==> src/rtl/fpsa_pkg.sv <==
// ---------------------------------------------------------------------------
// fpsa_pkg
// Types and constants of the four phase sample accumulator.
// ---------------------------------------------------------------------------
`default_nettype none

package fpsa_pkg;

  localparam int unsigned Log2Samples = 6;
  localparam logic [7:0]  SamplesInit = 8'((1 << Log2Samples) & 255);

  localparam int unsigned SampleW = 10;
  localparam int unsigned SumW    = 16;
  localparam int unsigned CntW    = 16;
  localparam int unsigned BinCnt  = 4;
  localparam int unsigned BinW    = 2;

  localparam int unsigned InDataW  = 16;
  localparam int unsigned OutDataW = 72;
  localparam int unsigned OutUsedW = 66;

  localparam int unsigned CfgIdxW  = 1;
  localparam int unsigned CfgDataW = 8;

  typedef enum logic [CfgIdxW-1:0] {
    CFG_DELAY  = 1'b0,
    CFG_STREAM = 1'b1
  } cfg_idx_e;

  typedef enum logic [1:0] {
    PH_SYNC     = 2'd0,
    PH_SYNC2    = 2'd1,
    PH_SAMPLING = 2'd2,
    PH_DONE     = 2'd3
  } phase_e;

  typedef struct packed {
    logic               done;
    logic [CntW-1:0]    resync_count;
    logic [CntW-1:0]    overload_count;
    logic [SampleW-1:0] echo_sample;
    logic               echo_valid;
    logic [SumW-1:0]    bin_sum;
    logic [BinW-1:0]    bin_index;
    logic               bin_valid;
    logic               resync_pulse;
    logic [1:0]         mode;
  } fpsa_res_t;

endpackage

`default_nettype wire

==> src/rtl/fpsa_seq.sv <==
// ---------------------------------------------------------------------------
// fpsa_seq
// Measurement sequencer: phase state, counters and the four phase bins,
// updated once per item.
// ---------------------------------------------------------------------------
`default_nettype none

module fpsa_seq (
  input  wire logic                         clk_i,
  input  wire logic                         rst_ni,
  input  wire logic                         en_i,
  input  wire logic                         kind_i,
  input  wire logic [fpsa_pkg::SampleW-1:0] sample_i,
  input  wire logic                         tx_ready_i,
  input  wire logic [7:0]                   delay_i,
  input  wire logic                         stream_en_i,
  output fpsa_pkg::fpsa_res_t               res_o
);
  import fpsa_pkg::*;

  phase_e                phase_q, phase_d;
  logic [7:0]            skip_q, skip_d;
  logic [7:0]            left_q, left_d;
  logic [SumW-1:0]       sums_q [BinCnt];
  logic [SumW-1:0]       sums_d [BinCnt];
  logic [CntW-1:0]       drop_q, drop_d;
  logic [CntW-1:0]       rsc_q, rsc_d;
  logic [BinW-1:0]       bidx;
  logic [SumW-1:0]       sum_new;

  always_ff @(posedge clk_i or negedge rst_ni) begin
    if (!rst_ni) begin
      phase_q <= PH_DONE;
      skip_q  <= '0;
      left_q  <= '0;
      drop_q  <= '0;
      rsc_q   <= '0;
      for (int i = 0; i < BinCnt; i++) sums_q[i] <= '0;
    end else if (en_i) begin
      phase_q <= phase_d;
      skip_q  <= skip_d;
      left_q  <= left_d;
      drop_q  <= drop_d;
      rsc_q   <= rsc_d;
      for (int i = 0; i < BinCnt; i++) sums_q[i] <= sums_d[i];
    end
  end

  // first sample of a run lands in bin 0
  assign bidx    = BinW'(0) - left_q[BinW-1:0];
  assign sum_new = sums_q[bidx] + SumW'(sample_i);

  always_comb begin
    phase_d = phase_q;
    skip_d  = skip_q;
    left_d  = left_q;
    drop_d  = drop_q;
    rsc_d   = rsc_q;
    for (int i = 0; i < BinCnt; i++) sums_d[i] = sums_q[i];
    res_o   = '0;

    if (!kind_i) begin
      skip_d  = delay_i;
      left_d  = SamplesInit;
      phase_d = PH_SYNC;
    end else begin
      case (phase_q)
        PH_SYNC: begin
          phase_d = PH_SYNC2;
        end
        PH_SYNC2: begin
          phase_d = PH_SAMPLING;
          for (int i = 0; i < BinCnt; i++) sums_d[i] = '0;
          rsc_d = rsc_q + CntW'(1);
          res_o.resync_pulse = 1'b1;
        end
        PH_SAMPLING: begin
          if (left_q == '0) begin
            phase_d = PH_DONE;
          end else if (skip_q != '0) begin
            skip_d = skip_q - 8'd1;
          end else begin
            sums_d[bidx]    = sum_new;
            res_o.bin_valid = 1'b1;
            res_o.bin_index = bidx;
            res_o.bin_sum   = sum_new;
            if (stream_en_i) begin
              if (tx_ready_i) begin
                res_o.echo_valid  = 1'b1;
                res_o.echo_sample = sample_i;
              end else begin
                drop_d = drop_q + CntW'(1);
              end
            end
            left_d = left_q - 8'd1;
            if (left_q == 8'd1) phase_d = PH_DONE;
          end
        end
        default: begin
          phase_d = phase_q;
        end
      endcase
    end

    res_o.mode           = phase_d;
    res_o.overload_count = drop_d;
    res_o.resync_count   = rsc_d;
    res_o.done           = (phase_d == PH_DONE);
  end

endmodule

`default_nettype wire

==> src/rtl/four_phase_sample_accumulator_core.sv <==
// ---------------------------------------------------------------------------
// four_phase_sample_accumulator_core
// Four bin phase accumulator for 10-bit converter samples with sync,
// delay and streaming echo.
// ---------------------------------------------------------------------------
//  channel   | dir | signals                       | payload
//  s_axis    | in  | tvalid tready tdata tuser     | sample, tx_ready / kind
//  m_axis    | out | tvalid tready tdata           | one result per item
//  cfg       | in  | cfg_we_i cfg_idx_i cfg_wdata_i| delay_samples, stream_enable
//
//  Two register stages: input register, then result register.
//  One item per cycle sustained while m_axis is not stalled.
//  Reset: phase done; counters, bins, valid flags, config zero; data regs not reset.
//  m_axis stall holds the result; s_axis keeps taking items until the
//  input register is also full.
// ---------------------------------------------------------------------------
`default_nettype none

module four_phase_sample_accumulator_core (
  input  wire logic                           clk_i,
  input  wire logic                           rst_ni,
  input  wire logic                           s_axis_tvalid,
  output logic                                s_axis_tready,
  input  wire logic [fpsa_pkg::InDataW-1:0]   s_axis_tdata,  // sample[9:0], tx_ready[10]
  input  wire logic                           s_axis_tuser,  // kind[0]
  output logic                                m_axis_tvalid,
  input  wire logic                           m_axis_tready,
  // mode[1:0], resync_pulse[2], bin_valid[3], bin_index[5:4], bin_sum[21:6],
  // echo_valid[22], echo_sample[32:23], overload_count[48:33],
  // resync_count[64:49], done_res[65]
  output logic [fpsa_pkg::OutDataW-1:0]       m_axis_tdata,
  input  wire logic                           cfg_we_i,
  input  wire logic [fpsa_pkg::CfgIdxW-1:0]   cfg_idx_i,
  input  wire logic [fpsa_pkg::CfgDataW-1:0]  cfg_wdata_i
);
  import fpsa_pkg::*;

  logic [7:0]          delay_q;
  logic                stream_q;
  logic                in_valid_q;
  logic                in_kind_q;
  logic [SampleW-1:0]  in_sample_q;
  logic                in_txr_q;
  logic                out_valid_q;
  fpsa_res_t           out_res_q;
  fpsa_res_t           res;
  logic                adv;
  logic                in_take;

  assign adv           = in_valid_q && (!out_valid_q || m_axis_tready);
  assign s_axis_tready = !in_valid_q || adv;
  assign in_take       = s_axis_tvalid && s_axis_tready;

  always_ff @(posedge clk_i or negedge rst_ni) begin
    if (!rst_ni) begin
      delay_q  <= '0;
      stream_q <= 1'b0;
    end else if (cfg_we_i) begin
      case (cfg_idx_i)
        CFG_DELAY:  delay_q  <= cfg_wdata_i;
        CFG_STREAM: stream_q <= cfg_wdata_i[0];
        default:    delay_q  <= delay_q;
      endcase
    end
  end

  always_ff @(posedge clk_i or negedge rst_ni) begin
    if (!rst_ni) begin
      in_valid_q  <= 1'b0;
      out_valid_q <= 1'b0;
    end else begin
      if (s_axis_tready) in_valid_q <= s_axis_tvalid;
      if (adv) begin
        out_valid_q <= 1'b1;
      end else if (m_axis_tready) begin
        out_valid_q <= 1'b0;
      end
    end
  end

  always_ff @(posedge clk_i) begin
    if (in_take) begin
      in_kind_q   <= s_axis_tuser;
      in_sample_q <= s_axis_tdata[SampleW-1:0];
      in_txr_q    <= s_axis_tdata[SampleW];
    end
    if (adv) out_res_q <= res;
  end

  fpsa_seq u_seq (
    .clk_i       (clk_i),
    .rst_ni      (rst_ni),
    .en_i        (adv),
    .kind_i      (in_kind_q),
    .sample_i    (in_sample_q),
    .tx_ready_i  (in_txr_q),
    .delay_i     (delay_q),
    .stream_en_i (stream_q),
    .res_o       (res)
  );

  assign m_axis_tvalid = out_valid_q;
  assign m_axis_tdata  = {(OutDataW - OutUsedW)'(0), out_res_q};

endmodule

`default_nettype wire

==> config.mk <==
export PLATFORM = sky130hd
export DESIGN_NAME = four_phase_sample_accumulator_core
export DESIGN_NICKNAME = d
export VERILOG_FILES = /design/src/rtl/fpsa_pkg.sv /design/src/rtl/fpsa_seq.sv /design/src/rtl/four_phase_sample_accumulator_core.sv
export SDC_FILE = /design/constraint.sdc
export NUM_CORES = 1
export LEC_CHECK = 0
export BUFFER_PORTS_ARGS = -buffer_cell sky130_fd_sc_hd__clkbuf_2
export CAP_MARGIN = 0
export CORE_MARGIN = 10
export CORE_UTILIZATION = 55
export DETAILED_ROUTE_END_ITERATION = 10
export PLACE_DENSITY = 0.76
export SYNTH_ARGS = -nofsm -noshare
export SYNTH_HDL_FRONTEND = slang
export SYNTH_SLANG_ARGS = --single-unit
==> constraint.sdc <==
create_clock -name clk_i -period 6.3 [get_ports clk_i]
set_clock_uncertainty 0.05 [all_clocks]
set_input_delay 1.26 -clock clk_i [delete_from_list [all_inputs] [get_ports clk_i]]
set_output_delay 1.26 -clock clk_i [all_outputs]
set_load 0.02 [all_outputs]
==> out/metrics.cfg <==
[route]
drc_errors=0
dr.pass1.iters=4
drt-wirelength-per-cell_um=18.1
vias=6311
wl_mm=20.3
drt_iter0_drc=397
vias_per_cell=5.66
ant_nets=0

[global_route]
grt_max_degree=78
grt_overflow=0
antenna_found_initial=0
track_usage_pct=17.9
grt_pass1_vias=6485
grt_pass1_wl_mm=33.4

[clocking]
cts_max_path_buffers=3
numCtsBuffers=22
clkTransAtPathRegs_ps=60
clockRootBuffer=clkbuf_16
cts_resized=0
cts_tree=built
worstSkewPairLatency_ps=510
cts_sinks=203
hold_buffers=0
htree_num_levels=1
cts_setup_buffers=0

[power]
internal_power_mw=2.49
switching_share_pct=26.1
switchingPower_mw=0.881
p_clk_share_pct=40.5
combPwrFrac_pct=13.1
p_per_area_nw_per_um2=313
p_seq_share_pct=46.4
peakVddDrop_mv=0.215
finalPower_mw=3.38
power_leakage_nw=4.73

[floorplanning]
die_y_um=151
die_area_um2=22700
fp.coreArea_um2=16700
start_util_pct=56.3
die_x_um=151
num_rows=47
io_pins=105

[timing]
finalSetupTns_ps=0
fmaxAchievable_mhz=233
drv_slew=0
period_share_pct=68.0
finalHoldViolCount=0
setup_violations=0
finalCriticalPeriod_ps=4290
worstMarginPinSlew_ps=999
relSlewSlack_pct=33.4
grt_setup_unrepaired=no

[placed_design]
place_congestion=0.821
numPortBuffers=93
placed_cell_area_um2=10000
place_hpwl_mm=13.2

[layout]
final_cell_area_um2=10800
fill_cells=1272
finalNetCount=938
syn2layout_area_growth_pct=14.7
utilization_pct=64.6
num_antenna_cells=0
layout-drive-gt1-share_pct=20.1

[synth]
yosysWarnings=0
synthTopCellsByCount=123 x dfrtp_1, 110 x nand2_1, 78 x edfxtp_1
synth_flop_cell=dfrtp_1
synthArstFlopShare_pct=61.6
synth_area_per_cell_um2=11.9
yosysTopAreaCell=dfrtp_1
syn_area_um2=9410
synth-seq-area-share_pct=58.2
synth_most_common_cell=dfrtp_1
ys_ff_latch=203
synthCells=790
synth_cell_types=64
ys_top_cells_by_area=dfrtp_1 33%, edfxtp_1 25%, nand2_1 4.4%
synth_edf_count=78
netlist.area_leader.share_pct=32.7

[outcome]
status=complete, no violations

[setup_path]
cp_top_family=adder cells
cp_max_fo=10
worst_ep_required_time_ps=6480
critPathMaxStageDelay_ps=640
critPathSlowestCell=ha_1
start_kind=flop
timing_worst_setup_path_type=reg2reg
worstPathCellList=inv_1, ha_1, mux4_2, ha_1, fa_1, a211oi_1, o211ai_1, a221oi_1, nor2_1, xnor2_1, nor2_1
critPathCaptureType=flop
path_buf_inv=1
crit_arrival_ps=4470

[job]
maxCapViolations=0

[min_path]
hold_path.class=reg2reg

-- power groups by stage --
stage | sequential, mW | clock [mW] | combinational [mW]
after floorplan | 1.62 | 0 | 0.271
after global placement | 1.58 | 0 | 0.431
after detailed placement | 1.59 | 0 | 0.441
after CTS | 1.56 | 1.39 | 0.446
after global routing | 1.58 | 1.45 | 0.492
final | 1.56 | 1.37 | 0.442
-- stage by stage --
step / instances / hold slack (ps) / setup slack (ps)
2_1_floorplan: 795 / 393 / 2060
3_3_place_gp: 1077 / 407 / 2130
3_5_place_dp: 1077 / 416 / 2040
4_1_cts: 1116 / 430 / 2050
5_1_grt: 1116 / 450 / 1810
6_report: 1116 / 428 / 2010
-- flip-flops by register name (all words and copies together) (netlist names), 2 cells and up --
name and flops:
delay_q 8, u_seq.left_q 8, u_seq.rsc_q 16, u_seq.skip_q 8, u_seq.phase_q 2, u_seq.drop_q 16, u_seq.sums_q 64, in_sample_q 10
m_axis_tdata 66
-- worst register-to-register path, stage by stage (launching register included) --
cell,delay (ps)
dfrtp_1,410
inv_1,130
ha_1,640
mux4_2,390
ha_1,220
fa_1,450
a211oi_1,330
o211ai_1,160
a221oi_1,610
nor2_1,140
xnor2_1,400
nor2_1,80
-- layout make-up --
| type | count | area (um2) | share of cell area [%] |
|---|---|---|---|
| well taps | 220 | 275 | 2.55 |
| clock buffers | 31 | 627 | 5.81 |
| flip-flops and latches | 203 | 5470 | 50.7 |
| clock inverters | 8 | 146 | 1.36 |
| inverters | 15 | 57.6 | 0.533 |
| multi-input cells | 541 | 3700 | 34.3 |
| repair buffers | 98 | 505 | 4.69 |
-- logic make-up after synthesis --
group                      count (synthesis)  share of synthesized area, %
AOI/OAI and AO/OA                        134                          8.87
xor gates and xnor gates                  75                          7.06
adders and majority gates                 26                          3.54
buffers and inverters                     51                          2.63
DFF                                      203                          58.2
muxes                                     32                          5.57
other                                      1                        0.0399
and+or+nand+nor                          268                          14.1
-- layout by cell type, fill, tap and decap left out, types with 3 or more instances in the layout --
cell type  instances
a211oi_1           4
a21o_1            12
a21oi_1           15
a22o_1             9
a2bb2oi_1          3
and2_1            19
and3_1            10
buf_4              6
bufinv_16          4
clkbuf_1           7
clkbuf_16         24
clkbuf_2          92
conb_1             6
dfrtp_1          123
edfxtp_1          78
ha_1              25
inv_1             13
mux2_2            13
mux2i_1            4
mux4_2            15
nand2_1          110
nand2b_1           5
nand3_1           23
nand4_1           11
nor2_1            47
nor2b_1            5
nor3_1            17
nor4_2             3
o21ai_0           67
o31ai_1            7
xnor2_1           39
xor2_1            35
-- final timing paths --
| check | cells after the start | from | slack, ps | to |
|---|---|---|---|---|
| worst max-delay path | 11 | u_seq.left_q[1] | 2010 | m_axis_tdata[18] |
| worst min-delay path | 2 | u_seq.sums_q[27] | 430 | u_seq.sums_q[27] |
| worst max register to register | 11 | u_seq.left_q[1] | 2010 | m_axis_tdata[18] |
| worst min register to register | 2 | u_seq.sums_q[27] | 430 | u_seq.sums_q[27] |
| max in group asynchronous | 2 | rst_ni | 4120 | u_seq.rsc_q[12] |
| min in group asynchronous | 1 | rst_ni | 850 | u_seq.drop_q[10] |
-- routing by layer --
metal | part of all wire (%) | GRT usage (%) | vias up
li1 | - | - | 2968
met1 | 43 | 23.1 | 3149
met2 | 48 | 30.1 | 165
met3 | 6.7 | 3.49 | 29
met4 | 2.0 | 5.34 | 0
met5 | 0 | 0 | -
Note: power is estimated with default switching activity, not from simulation.
